--- src/hw/rtl/lavr_pkg.sv ---
// Shared types and constants for the lattice average velocity block.
`default_nettype none
package lavr_pkg;
	localparam int SPEED_W = 16;
	localparam int HEIGHT_W = 13;
	localparam int VISC_W = 16;
	localparam int AVG_W = 20;
	localparam int RE_W = 32;
	localparam int COUNT_W = 21;
	localparam int SUM_W = 41;
	localparam int STATUS_W = 2;

	localparam logic [STATUS_W-1:0] ST_OK = 2'd0;
	localparam logic [STATUS_W-1:0] ST_NO_CELLS = 2'd1;
	localparam logic [STATUS_W-1:0] ST_ZERO_RHO = 2'd2;

	localparam logic REG_HEIGHT = 1'b0;
	localparam logic REG_VISC = 1'b1;

	// One classified cell passed from the front end to the back end.
	typedef struct packed {
		logic        open;
		logic        zero_rho;
		logic        last;
		logic [AVG_W-1:0] mag;
	} cell_t;
endpackage
`default_nettype wire

--- src/hw/rtl/lavr_divu.sv ---
// Restoring radix-2 divider, one quotient bit per cycle.
`default_nettype none
module lavr_divu #(
	parameter int NW = 64,
	parameter int DW = 32
) (
	input  wire logic          clk,
	input  wire logic          arst_n,
	input  wire logic          start,
	input  wire logic [NW-1:0] num,
	input  wire logic [DW-1:0] den,
	output logic               busy,
	output logic               done,
	output logic [NW-1:0]      quo
);
	localparam int CW = $clog2(NW + 1);
	logic [NW-1:0] quo_q;
	logic [DW:0]   rem_q;
	logic [DW-1:0] den_q;
	logic [CW-1:0] cnt_q;
	logic          busy_q;
	logic          done_q;
	logic [DW+1:0] trial;
	logic [DW:0]   shifted;

	assign shifted = {rem_q[DW-1:0], quo_q[NW-1]};
	assign trial = {1'b0, shifted} - {2'b00, den_q};

	// Shift in one numerator bit and try a subtract each cycle.
	always_ff @(posedge clk or negedge arst_n) begin
		if (!arst_n) begin
			busy_q <= 1'b0;
			done_q <= 1'b0;
			cnt_q <= '0;
		end else begin
			done_q <= 1'b0;
			if (start && !busy_q) begin
				busy_q <= 1'b1;
				cnt_q <= CW'(NW);
			end else if (busy_q) begin
				cnt_q <= cnt_q - 1'b1;
				if (cnt_q == CW'(1)) begin
					busy_q <= 1'b0;
					done_q <= 1'b1;
				end
			end
		end
	end

	always_ff @(posedge clk) begin
		if (start && !busy_q) begin
			quo_q <= num;
			rem_q <= '0;
			den_q <= den;
		end else if (busy_q) begin
			if (!trial[DW+1]) begin
				rem_q <= trial[DW:0];
				quo_q <= {quo_q[NW-2:0], 1'b1};
			end else begin
				rem_q <= shifted;
				quo_q <= {quo_q[NW-2:0], 1'b0};
			end
		end
	end

	assign busy = busy_q;
	assign done = done_q;
	assign quo = quo_q;
endmodule
`default_nettype wire

--- src/hw/rtl/lavr_isqrt.sv ---
// Bit-serial integer square root, one result bit per cycle.
`default_nettype none
module lavr_isqrt (
	input  wire logic        clk,
	input  wire logic        arst_n,
	input  wire logic        start,
	input  wire logic [33:0] val,
	output logic             done,
	output logic [16:0]      root
);
	logic [33:0] v_q;
	logic [35:0] rem_q;
	logic [16:0] root_q;
	logic [4:0]  cnt_q;
	logic        busy_q;
	logic        done_q;
	logic [35:0] shifted;
	logic [35:0] trial;

	assign shifted = {rem_q[33:0], v_q[33:32]};
	assign trial = shifted - {17'd0, root_q, 2'b01};

	// Two radicand bits per step, one root bit per step.
	always_ff @(posedge clk or negedge arst_n) begin
		if (!arst_n) begin
			busy_q <= 1'b0;
			done_q <= 1'b0;
			cnt_q <= '0;
		end else begin
			done_q <= 1'b0;
			if (start && !busy_q) begin
				busy_q <= 1'b1;
				cnt_q <= 5'd17;
			end else if (busy_q) begin
				cnt_q <= cnt_q - 1'b1;
				if (cnt_q == 5'd1) begin
					busy_q <= 1'b0;
					done_q <= 1'b1;
				end
			end
		end
	end

	always_ff @(posedge clk) begin
		if (start && !busy_q) begin
			v_q <= val;
			rem_q <= '0;
			root_q <= '0;
		end else if (busy_q) begin
			v_q <= {v_q[31:0], 2'b00};
			if (!trial[35]) begin
				rem_q <= trial;
				root_q <= {root_q[15:0], 1'b1};
			end else begin
				rem_q <= shifted;
				root_q <= {root_q[15:0], 1'b0};
			end
		end
	end

	assign done = done_q;
	assign root = root_q;
endmodule
`default_nettype wire

--- src/hw/rtl/lavr_front.sv ---
// Front end: takes a cell, works out density, components and magnitude.
`default_nettype none
module lavr_front (
	input  wire logic          clk,
	input  wire logic          arst_n,
	input  wire logic          in_valid,
	output logic               in_ready,
	input  wire logic [143:0]  speeds,
	input  wire logic          is_obstacle,
	input  wire logic          last_cell,
	output logic               out_valid,
	input  wire logic          out_ready,
	output lavr_pkg::cell_t    out_cell
);
	localparam logic [2:0] S_IDLE = 3'd0;
	localparam logic [2:0] S_DIVX = 3'd1;
	localparam logic [2:0] S_DIVY = 3'd2;
	localparam logic [2:0] S_SQ = 3'd3;
	localparam logic [2:0] S_ROOT = 3'd4;
	localparam logic [2:0] S_OUT = 3'd5;

	logic [2:0]  state_q;
	logic [19:0] rho_q;
	logic [17:0] dx_q, dy_q;
	logic [34:0] ux_q, uy_q;
	logic [33:0] sq_q;
	logic        open_q, zero_q, last_q;
	logic [19:0] mag_q;
	logic [19:0] rho_c;
	logic [17:0] px, nx, py, ny;
	logic [15:0] f [9];
	logic        div_start, div_busy, div_done;
	logic [34:0] div_num, div_quo;
	logic        sq_start, sq_done;
	logic [16:0] sq_root;
	logic [33:0] ux_sq, uy_sq;
	logic [34:0] sumsq;

	always_comb begin
		for (int k = 0; k < 9; k++) f[k] = speeds[k*16 +: 16];
		rho_c = '0;
		for (int k = 0; k < 9; k++) rho_c = rho_c + 20'(f[k]);
		px = 18'(f[1]) + 18'(f[5]) + 18'(f[8]);
		nx = 18'(f[3]) + 18'(f[6]) + 18'(f[7]);
		py = 18'(f[2]) + 18'(f[5]) + 18'(f[6]);
		ny = 18'(f[4]) + 18'(f[7]) + 18'(f[8]);
	end

	assign in_ready = (state_q == S_IDLE);
	assign div_start = (state_q == S_DIVX || state_q == S_DIVY) && !div_busy && !div_done;
	assign div_num = (state_q == S_DIVX) ? {dx_q, 17'd0} >> 1 : {dy_q, 17'd0} >> 1;
	// Each component is at most 2^16, so 17-bit squares suffice and the sum fits 34 bits.
	assign ux_sq = {17'd0, ux_q[16:0]} * {17'd0, ux_q[16:0]};
	assign uy_sq = {17'd0, uy_q[16:0]} * {17'd0, uy_q[16:0]};
	assign sumsq = {1'b0, ux_sq} + {1'b0, uy_sq};
	assign sq_start = (state_q == S_ROOT) && !sq_done;

	lavr_divu #(.NW(35), .DW(20)) u_div (
		.clk(clk), .arst_n(arst_n), .start(div_start), .num(div_num), .den(rho_q),
		.busy(div_busy), .done(div_done), .quo(div_quo));

	lavr_isqrt u_sqrt (
		.clk(clk), .arst_n(arst_n), .start(sq_start), .val(sq_q),
		.done(sq_done), .root(sq_root));

	// Per-cell sequencer.
	always_ff @(posedge clk or negedge arst_n) begin
		if (!arst_n) begin
			state_q <= S_IDLE;
		end else begin
			case (state_q)
				S_IDLE: if (in_valid) begin
					if (is_obstacle || rho_c == '0) state_q <= S_OUT;
					else state_q <= S_DIVX;
				end
				S_DIVX: if (div_done) state_q <= S_DIVY;
				S_DIVY: if (div_done) state_q <= S_SQ;
				S_SQ: state_q <= S_ROOT;
				S_ROOT: if (sq_done) state_q <= S_OUT;
				S_OUT: if (out_ready) state_q <= S_IDLE;
				default: state_q <= S_IDLE;
			endcase
		end
	end

	always_ff @(posedge clk) begin
		case (state_q)
			S_IDLE: begin
				rho_q <= rho_c;
				dx_q <= (px >= nx) ? px - nx : nx - px;
				dy_q <= (py >= ny) ? py - ny : ny - py;
				open_q <= !is_obstacle;
				zero_q <= (rho_c == '0);
				last_q <= last_cell;
				mag_q <= '0;
			end
			S_DIVX: if (div_done) ux_q <= div_quo;
			S_DIVY: if (div_done) uy_q <= div_quo;
			S_SQ: sq_q <= sumsq[34] ? '1 : sumsq[33:0];
			S_ROOT: if (sq_done) mag_q <= 20'(sq_root);
			default: ;
		endcase
	end

	assign out_valid = (state_q == S_OUT);
	assign out_cell = '{open: open_q, zero_rho: zero_q, last: last_q, mag: mag_q};
endmodule
`default_nettype wire

--- src/hw/rtl/lavr_queue.sv ---
// Two-entry queue between the front and back ends.
`default_nettype none
module lavr_queue (
	input  wire logic        clk,
	input  wire logic        arst_n,
	input  wire logic        wr_valid,
	output logic             wr_ready,
	input  lavr_pkg::cell_t  wr_data,
	output logic             rd_valid,
	input  wire logic        rd_ready,
	output lavr_pkg::cell_t  rd_data
);
	lavr_pkg::cell_t mem_q [2];
	logic wp_q, rp_q;
	logic [1:0] cnt_q;
	logic wr, rd;

	assign wr_ready = (cnt_q != 2'd2);
	assign rd_valid = (cnt_q != 2'd0);
	assign wr = wr_valid && wr_ready;
	assign rd = rd_valid && rd_ready;
	assign rd_data = mem_q[rp_q];

	always_ff @(posedge clk or negedge arst_n) begin
		if (!arst_n) begin
			wp_q <= 1'b0;
			rp_q <= 1'b0;
			cnt_q <= '0;
		end else begin
			if (wr) wp_q <= !wp_q;
			if (rd) rp_q <= !rp_q;
			cnt_q <= cnt_q + {1'b0, wr} - {1'b0, rd};
		end
	end

	always_ff @(posedge clk) begin
		if (wr) mem_q[wp_q] <= wr_data;
	end
endmodule
`default_nettype wire

--- src/hw/rtl/lavr_back.sv ---
// Back end: accumulates magnitudes and forms the mean and Reynolds number.
`default_nettype none
module lavr_back #(
	parameter int MAX_CELLS = 1048576
) (
	input  wire logic        clk,
	input  wire logic        arst_n,
	input  wire logic [12:0] grid_height,
	input  wire logic [15:0] viscosity,
	input  wire logic        in_valid,
	output logic             in_ready,
	input  lavr_pkg::cell_t  in_cell,
	output logic             out_valid,
	input  wire logic        out_ready,
	output logic [19:0]      average_velocity,
	output logic [31:0]      reynolds_number,
	output logic [20:0]      open_cell_count,
	output logic [1:0]       status
);
	localparam logic [2:0] B_ACC = 3'd0;
	localparam logic [2:0] B_DAVG = 3'd1;
	localparam logic [2:0] B_MUL = 3'd2;
	localparam logic [2:0] B_DRE = 3'd3;
	localparam logic [2:0] B_OUT = 3'd4;
	localparam logic [40:0] SUM_MAX = '1;

	logic [2:0]  state_q;
	logic [40:0] sum_q;
	logic [20:0] cnt_q;
	logic        zero_q;
	logic [19:0] avg_q;
	logic [32:0] prod_q;
	logic [41:0] sum_next;
	logic        take;
	logic        d_start, d_busy, d_done;
	logic [48:0] d_num, d_quo;
	logic [20:0] d_den;

	assign in_ready = (state_q == B_ACC);
	assign take = in_valid && in_ready;
	assign sum_next = {1'b0, sum_q} + 42'(in_cell.mag);
	assign d_start = (state_q == B_DAVG || state_q == B_DRE) && !d_busy && !d_done;
	assign d_num = (state_q == B_DAVG) ? 49'(sum_q) : {prod_q, 16'd0};
	assign d_den = (state_q == B_DAVG) ? cnt_q : 21'(viscosity);

	lavr_divu #(.NW(49), .DW(21)) u_div (
		.clk(clk), .arst_n(arst_n), .start(d_start), .num(d_num), .den(d_den),
		.busy(d_busy), .done(d_done), .quo(d_quo));

	always_ff @(posedge clk or negedge arst_n) begin
		if (!arst_n) begin
			state_q <= B_ACC;
			sum_q <= '0;
			cnt_q <= '0;
			zero_q <= 1'b0;
		end else begin
			case (state_q)
				B_ACC: if (take) begin
					if (in_cell.open && 32'(cnt_q) < MAX_CELLS) begin
						sum_q <= sum_next[41] ? SUM_MAX : sum_next[40:0];
						cnt_q <= cnt_q + 1'b1;
						if (in_cell.zero_rho) zero_q <= 1'b1;
						if (in_cell.last) state_q <= B_DAVG;
					end else if (in_cell.last) begin
						state_q <= (cnt_q == '0) ? B_OUT : B_DAVG;
					end
				end
				B_DAVG: if (d_done) state_q <= B_MUL;
				B_MUL: state_q <= (prod_q == '0 || viscosity == '0) ? B_OUT : B_DRE;
				B_DRE: if (d_done) state_q <= B_OUT;
				B_OUT: if (out_ready) begin
					state_q <= B_ACC;
					sum_q <= '0;
					cnt_q <= '0;
					zero_q <= 1'b0;
				end
				default: state_q <= B_ACC;
			endcase
		end
	end

	// Result registers.
	always_ff @(posedge clk) begin
		case (state_q)
			B_ACC: begin
				avg_q <= '0;
				reynolds_number <= '0;
			end
			B_DAVG: if (d_done) begin
				avg_q <= (d_quo[48:20] != '0) ? 20'hFFFFF : d_quo[19:0];
				prod_q <= 33'(((d_quo[48:20] != '0) ? 20'hFFFFF : d_quo[19:0])) *
					33'(grid_height);
			end
			B_MUL: if (prod_q == '0) reynolds_number <= '0;
				else if (viscosity == '0) reynolds_number <= '1;
			B_DRE: if (d_done) reynolds_number <= (d_quo[48:32] != '0) ? '1 : d_quo[31:0];
			default: ;
		endcase
	end

	assign out_valid = (state_q == B_OUT);
	assign average_velocity = avg_q;
	assign open_cell_count = cnt_q;
	assign status = (cnt_q == '0) ? lavr_pkg::ST_NO_CELLS :
		zero_q ? lavr_pkg::ST_ZERO_RHO : lavr_pkg::ST_OK;

	a_sum_cap: assert property (@(posedge clk) disable iff (!arst_n)
		32'(cnt_q) <= MAX_CELLS) else $error("cell count past limit");
	a_out_hold: assert property (@(posedge clk) disable iff (!arst_n)
		out_valid && !out_ready |=> out_valid && $stable(cnt_q))
		else $error("result changed while stalled");
	a_no_take: assert property (@(posedge clk) disable iff (!arst_n)
		state_q != B_ACC |-> !in_ready) else $error("cell taken while finishing");
endmodule
`default_nettype wire

--- src/hw/rtl/lattice_average_velocity_reynolds.sv ---
// Top level of the D2Q9 average velocity and Reynolds number block.
// Cells arrive on the s_axis channel, one per transfer: nine distribution
// values in tdata, is_obstacle in tuser and last_cell in tlast. Results leave
// on m_axis, one per grid, on the transfer that follows the last cell.
// An open cell passes the front end through two serial divides for the velocity
// components and a serial square root; obstacle and zero-density cells skip them.
// The back end adds each open cell to the sum as it is taken; on the last cell it
// runs a mean divide, a multiply by grid_height and a Reynolds divide, but skips
// both divides if no cell was counted, the last for a zero product or viscosity.
// A two-entry queue lets the front end work on the next cell while the back
// end waits. If the receiver stalls, the result holds and the queue fills,
// then s_axis_tready drops. Reset clears the sums, count and flag and loads
// grid_height 128 and viscosity 1311. Configuration writes are taken at any
// edge with cfg_we high, and should be made only while the block is idle.
`default_nettype none
module lattice_average_velocity_reynolds #(
	parameter int MAX_CELLS = 1048576
) (
	input  wire logic         clk,
	input  wire logic         arst_n,
	input  wire logic         cfg_we,
	input  wire logic         cfg_index,
	input  wire logic [15:0]  cfg_data,
	input  wire logic         s_axis_tvalid,
	output logic              s_axis_tready,
	// speed_rest, east, north, west, south, northeast, northwest, southwest, southeast
	input  wire logic [143:0] s_axis_tdata,
	// is_obstacle
	input  wire logic         s_axis_tuser,
	input  wire logic         s_axis_tlast,
	output logic              m_axis_tvalid,
	input  wire logic         m_axis_tready,
	// average_velocity, reynolds_number, open_cell_count, status, zero fill
	output logic [79:0]       m_axis_tdata
);
	logic [12:0] height_q;
	logic [15:0] visc_q;
	logic f_valid, f_ready, b_valid, b_ready;
	lavr_pkg::cell_t f_cell, b_cell;
	logic [19:0] avg;
	logic [31:0] re;
	logic [20:0] cnt;
	logic [1:0]  st;

	// Configuration registers.
	always_ff @(posedge clk or negedge arst_n) begin
		if (!arst_n) begin
			height_q <= 13'd128;
			visc_q <= 16'd1311;
		end else if (cfg_we) begin
			if (cfg_index == lavr_pkg::REG_HEIGHT) height_q <= cfg_data[12:0];
			else visc_q <= cfg_data;
		end
	end

	lavr_front u_front (
		.clk(clk), .arst_n(arst_n), .in_valid(s_axis_tvalid), .in_ready(s_axis_tready),
		.speeds(s_axis_tdata), .is_obstacle(s_axis_tuser), .last_cell(s_axis_tlast),
		.out_valid(f_valid), .out_ready(f_ready), .out_cell(f_cell));

	lavr_queue u_queue (
		.clk(clk), .arst_n(arst_n), .wr_valid(f_valid), .wr_ready(f_ready),
		.wr_data(f_cell), .rd_valid(b_valid), .rd_ready(b_ready), .rd_data(b_cell));

	lavr_back #(.MAX_CELLS(MAX_CELLS)) u_back (
		.clk(clk), .arst_n(arst_n), .grid_height(height_q), .viscosity(visc_q),
		.in_valid(b_valid), .in_ready(b_ready), .in_cell(b_cell),
		.out_valid(m_axis_tvalid), .out_ready(m_axis_tready),
		.average_velocity(avg), .reynolds_number(re), .open_cell_count(cnt), .status(st));

	assign m_axis_tdata = {5'd0, st, cnt, re, avg};
endmodule
`default_nettype wire
--- config.mk ---
export PLATFORM = sky130hd
export DESIGN_NAME = lattice_average_velocity_reynolds
export DESIGN_NICKNAME = d
export VERILOG_FILES = /design/src/hw/rtl/lavr_pkg.sv /design/src/hw/rtl/lavr_divu.sv /design/src/hw/rtl/lavr_isqrt.sv /design/src/hw/rtl/lavr_front.sv /design/src/hw/rtl/lavr_queue.sv /design/src/hw/rtl/lavr_back.sv /design/src/hw/rtl/lattice_average_velocity_reynolds.sv
export SDC_FILE = /design/constraint.sdc
export NUM_CORES = 2
export LEC_CHECK = 0
export ABC_AREA = 1
export BUFFER_PORTS_ARGS = -buffer_cell sky130_fd_sc_hd__buf_2
export CELL_PAD_IN_SITES_DETAIL_PLACEMENT = 0
export CELL_PAD_IN_SITES_GLOBAL_PLACEMENT = 1
export CORE_MARGIN = 4
export CORE_UTILIZATION = 40
export CTS_CLUSTER_DIAMETER = 150
export DETAILED_ROUTE_END_ITERATION = 10
export MAX_ROUTING_LAYER = met4
export PLACE_DENSITY = 0.74
export SLEW_MARGIN = 25
export SYNTH_ARGS = -nofsm -noshare
export SYNTH_HDL_FRONTEND = slang
export SYNTH_SLANG_ARGS = --single-unit
export TNS_END_PERCENT = 20
--- constraint.sdc ---
create_clock -name clk -period 8.3 [get_ports clk]
set_input_delay 0.415 -clock clk [delete_from_list [all_inputs] [get_ports clk]]
set_output_delay 0.415 -clock clk [all_outputs]
set_load 0.02 [all_outputs]
==> impl.org <==
** Synthesis
- After synthesis, the largest family of logic cells by area is adder cells.
- The synthesized netlist devotes 4.09% of its cell area to XOR and XNOR gates.
- During synthesis, Yosys emitted a total of 0 warnings.
- In the synthesized netlist the async set-or-reset flop fraction comes to 19.4%.
- The top cell type by area accounts for 21.7% of the synthesized area.
- In this run, synthesis inferred 428 flip-flops with an integrated enable.
- Of the total synthesized cell area, the portion taken by full adders, half adders and majority gates is 32.4%.
- Cell types with the largest area share after synthesis :: sky130_fd_sc_hd__fa_1 22%, sky130_fd_sc_hd__edfxtp_1 18%, sky130_fd_sc_hd__ha_1 11%
- The synthesized netlist devotes 16.6% of its cell area to simple gates.
- Among all flip-flop cells after synthesis, the most frequent one is sky130_fd_sc_hd__edfxtp_1.
- After synthesis the cells add up to 0.0699 sq mm.
- Yosys top cell by area :: sky130_fd_sc_hd__fa_1
- Compound-Gate Fraction of Synth Area :: 9.44%
- #FFs+latches synth :: 645
- Gate Count Post-Synth :: 8502
- Averaged over all synthesized cells, the footprint is 8.23 sq um.
- Post-synthesis sequential area ratio :: 25.5%
- After synthesis, the netlist uses 71 different library cells.
- Multiplexer cells account for 0.349% of the synthesized area.

** Placed design
- Prior to clock tree synthesis, the placed netlist has a worst setup slack of 0.405 ns.
- Buffers placed on the I/O ports in this run total 244.
- Global placement routability congestion :: 0.908
- Total half-perimeter wirelength after legalization and detailed placement :: 166 mm

** Worst setup path
- The critical path in this run is classified as reg -> reg.
- STA puts the critical path data required time at 8.72 ns.
- Worst-path fanout max :: 19
- Slack of the worst reg-to-reg path :: 0.50 ns
- In this run the worst setup path begins at u_front.ux_q[8]$_DFFE_PP_.
- Worst Setup End Kind :: flip-flop
- Destination of the worst register-to-register timing path :: u_front.sq_q[11]$_SDFFCE_PP1N_
- The worst setup path is launched from a flip-flop.
- Data arrival time of the critical path :: 8.22 ns
- Count of cells along the worst register-to-register path :: 25
- In this run the critical register-to-register path is launched from u_front.ux_q[8]$_DFFE_PP_.

** Clocking
- No sink is reached through more buffers than the 3 on the longest clock path.
- TritonCTS built the clock tree.
- The H-tree was split into 3 levels.
- Clock tree synthesis found a total of 645 sinks.
- Clock network latency to the later pin of the worst-skew pair :: 0.71 ns
- Master cell of the clock root buffer :: sky130_fd_sc_hd__clkbuf_16
- After clock tree synthesis, the clock-pin slew on the worst setup and hold paths is 0.06 ns.
- The number of clock buffers added by TritonCTS is 80.
- Buffers added to address setup during post-CTS repair amount to 0.

** Status
- The flow ran to the end, and the final reports show no timing, DRC or antenna violations.

** GRT
- First-pass GRT wire length :: 321 mm
- The number of global-route vias before repair came to 57.1k.
- Summed over all layers, the global routing overflow is 0.
- For this run, the total global-route usage over all layers was measured as 23.0%.
- The number of antenna violations at the first check in global routing was 3.
- Entering global routing, the biggest net connects 88 pins.

** Floorplanning
- The floorplan step set the die height to 426 um.
- The total area inside the core boundary comes to 0.174 sq mm.
- Die area :: 0.182 sq mm
- In this run the count of I/O pins placed on the die edge is 250.
- FP Rows :: 153
- The floorplan step set the die width to 426 um.
- Initial cell density of the core :: 40.2%

** Drt
- Once detail routing completed, the nets flagged for antenna violations numbered 0.
- For this block, the routed nets add up to 201 mm of wire.
- The first detailed-routing pass took 6 iterations.
- DRC :: 0
- DR vias/cell :: 5.01
- For this block, the initial DRC count from the detailed router was 4227.
- Routed length per placed instance :: 18.2 um
- Detailed-route via count :: 55.5k

** Timing
- The clock arrives with 0.0660 ns of skew.
- Derived from the worst setup path, the maximum achievable clock frequency is 128 MHz.
- Setup total negative slack on the finished layout was measured at 0 ns.
- Setup repair after global routing missed its margin :: false
- Post-route minimum period :: 7.80 ns
- # setup viols final :: 0
- In this run the tightest slew margin relative to its limit is 32.5%.
- Worst slew pin tran :: 1.01 ns
- The worst path uses 94.0% of the clock period.
- Final worst slack :: 0.500 ns
- Total count of max-transition violations in the final report :: 0
- Number of hold-slack violations in the final timing report :: 0

** Layout
- Layout overhead on the synthesized area :: 9.88%
- Number of inserted filler cells in the final layout :: 17.5k
- Share of final-layout standard cells stronger than drive strength 1 :: 6.52%
- The library cells used most frequently in the layout, excluding fill and tap cells, are 1864 x sky130_fd_sc_hd__inv_1, 1776 x sky130_fd_sc_hd__nand2_1, 757 x sky130_fd_sc_hd__fa_1.
- The library cell used most frequently in the layout, excluding fill and tap cells, is sky130_fd_sc_hd__inv_1.
- For this run, the share of the core covered by cells in the final layout is 44.2%.
- Number of nets in the finished design :: 10.2k

** Min path
- The worst hold path was traced through 3 stages.
- The min-delay analysis places its worst path in the category in -> reg.
- Destination of the worst hold path :: visc_q[10]$_DFFE_PN1P_
- In this run the most critical hold path is launched from cfg_data[10].

** Job
- Max-cap violations :: 0
[kinds of logic after synthesis]
| group | count (synthesis) |
|---|---|
| compound gates | 1189 |
| xor+xnor | 326 |
| fa+ha+maj | 1354 |
| buf+inv | 2140 |
| flops | 645 |
| mux | 24 |
| other cells | 1 |
| simple gates | 2823 |
[sequential cells by signal, summed over array words and instances, names as in the netlist, 21 cells and up]
| signal | count |
|---|---|
| u_queue.mem_q | 40 |
| u_back.sum_q | 41 |
| u_front.u_sqrt.v_q | 34 |
| u_front.u_div.quo | 35 |
| u_back.open_cell_count | 21 |
| u_back.reynolds_number | 32 |
| u_back.u_div.rem_q | 21 |
| u_front.sq_q | 34 |
| u_front.u_sqrt.rem_q | 34 |
| u_back.prod_q | 33 |
| u_back.u_div.quo | 49 |
| u_back.u_div.den_q | 21 |
[worst max path at each step]
stage                                      to  slack (ns)  depth (start not counted)
2_1_floorplan   u_front.sq_q[0]$_SDFFCE_PP1N_        1.17                         28
3_3_place_gp   u_front.sq_q[14]$_SDFFCE_PP1N_        0.51                         27
3_5_place_dp   u_front.sq_q[11]$_SDFFCE_PP1N_        0.40                         25
4_1_cts        u_front.sq_q[11]$_SDFFCE_PP1N_        0.38                         27
5_1_grt         u_front.sq_q[8]$_SDFFCE_PP1N_        0.16                         25
6_report       u_front.sq_q[11]$_SDFFCE_PP1N_        0.50                         25
[synth_stat cells, drive strengths merged, types with 44 or more instances]
| library cell | number |
|---|---|
| nor3 | 91 |
| clkbuf | 173 |
| nand3 | 276 |
| ha | 597 |
| a21oi | 500 |
| nor4 | 44 |
| nand4 | 69 |
| fa | 757 |
| inv | 1879 |
| edfxtp | 428 |
| dfrtp | 117 |
| o21ai | 460 |
| nand2 | 1783 |
| xor2 | 223 |
| dfxtp | 92 |
| nor2 | 514 |
| xnor2 | 103 |
| buf | 68 |
[worst max-delay path, stage by stage, from the launching register on]
cell and delay (ns):
sky130_fd_sc_hd__edfxtp_1 0.85, sky130_fd_sc_hd__nand2_1 0.20, sky130_fd_sc_hd__inv_1 0.12, sky130_fd_sc_hd__fa_1 0.45, sky130_fd_sc_hd__fa_1 0.51, sky130_fd_sc_hd__fa_1 0.50, sky130_fd_sc_hd__inv_1 0.06, sky130_fd_sc_hd__fa_1 0.53
sky130_fd_sc_hd__inv_1 0.05, sky130_fd_sc_hd__fa_1 0.48, sky130_fd_sc_hd__fa_1 0.55, sky130_fd_sc_hd__inv_1 0.05, sky130_fd_sc_hd__fa_1 0.45, sky130_fd_sc_hd__fa_1 0.55, sky130_fd_sc_hd__inv_1 0.07, sky130_fd_sc_hd__ha_1 0.33
sky130_fd_sc_hd__a21oi_1 0.28, sky130_fd_sc_hd__o21ai_1 0.09, sky130_fd_sc_hd__inv_1 0.07, sky130_fd_sc_hd__o21ai_0 0.14, sky130_fd_sc_hd__o21bai_2 0.26, sky130_fd_sc_hd__nand3_1 0.08, sky130_fd_sc_hd__nand2_1 0.12, sky130_fd_sc_hd__xnor2_4 0.43
sky130_fd_sc_hd__buf_12 0.21, sky130_fd_sc_hd__nand2_1 0.07
[stage by stage]
step                      hold WS, ns  area, sq um  cells
after CTS                     0.00294        76800  11075
after detailed placement        0.405        73800  10920
after global routing           0.0190        76800  11077
after global placement          0.402        73800  10919
final                          0.0456        76800  11077
after floorplan                 0.119        69900   8506
[per-layer routing]
metal	part of all wire [%]	track usage, %	wire [um]
met4	2.6	5.73	5280
met3	4.3	2.19	8720
met1	45	30.4	89500
met5	0	-	0
met2	49	38.3	97600
[area by class of cell]
| class | instances | area, sq um | area share (%) |
|---|---|---|---|
| clock inverter | 53 | 808 | 1.05 |
| inverter | 1899 | 7130 | 9.28 |
| clock buffer | 96 | 2110 | 2.75 |
| antenna | 1 | 2.50 | 0.00326 |
| multi-input combinational | 5721 | 44100 | 57.3 |
| sequential | 645 | 17800 | 23.2 |
| tap | 2325 | 2910 | 3.79 |
| timing repair buffer | 337 | 1980 | 2.58 |
[what timing repair did]
action / in CTS / in global routing
hold buffers: 6 / 0
resized for setup: 0 / 1
endpoints found under the setup margin: 0 / 19
hold endpoints to repair: 59 / 0
Power is left out: the tool's default activity adds up to more than one toggle a clock period on the data nets, which glitch-free logic cannot reach.
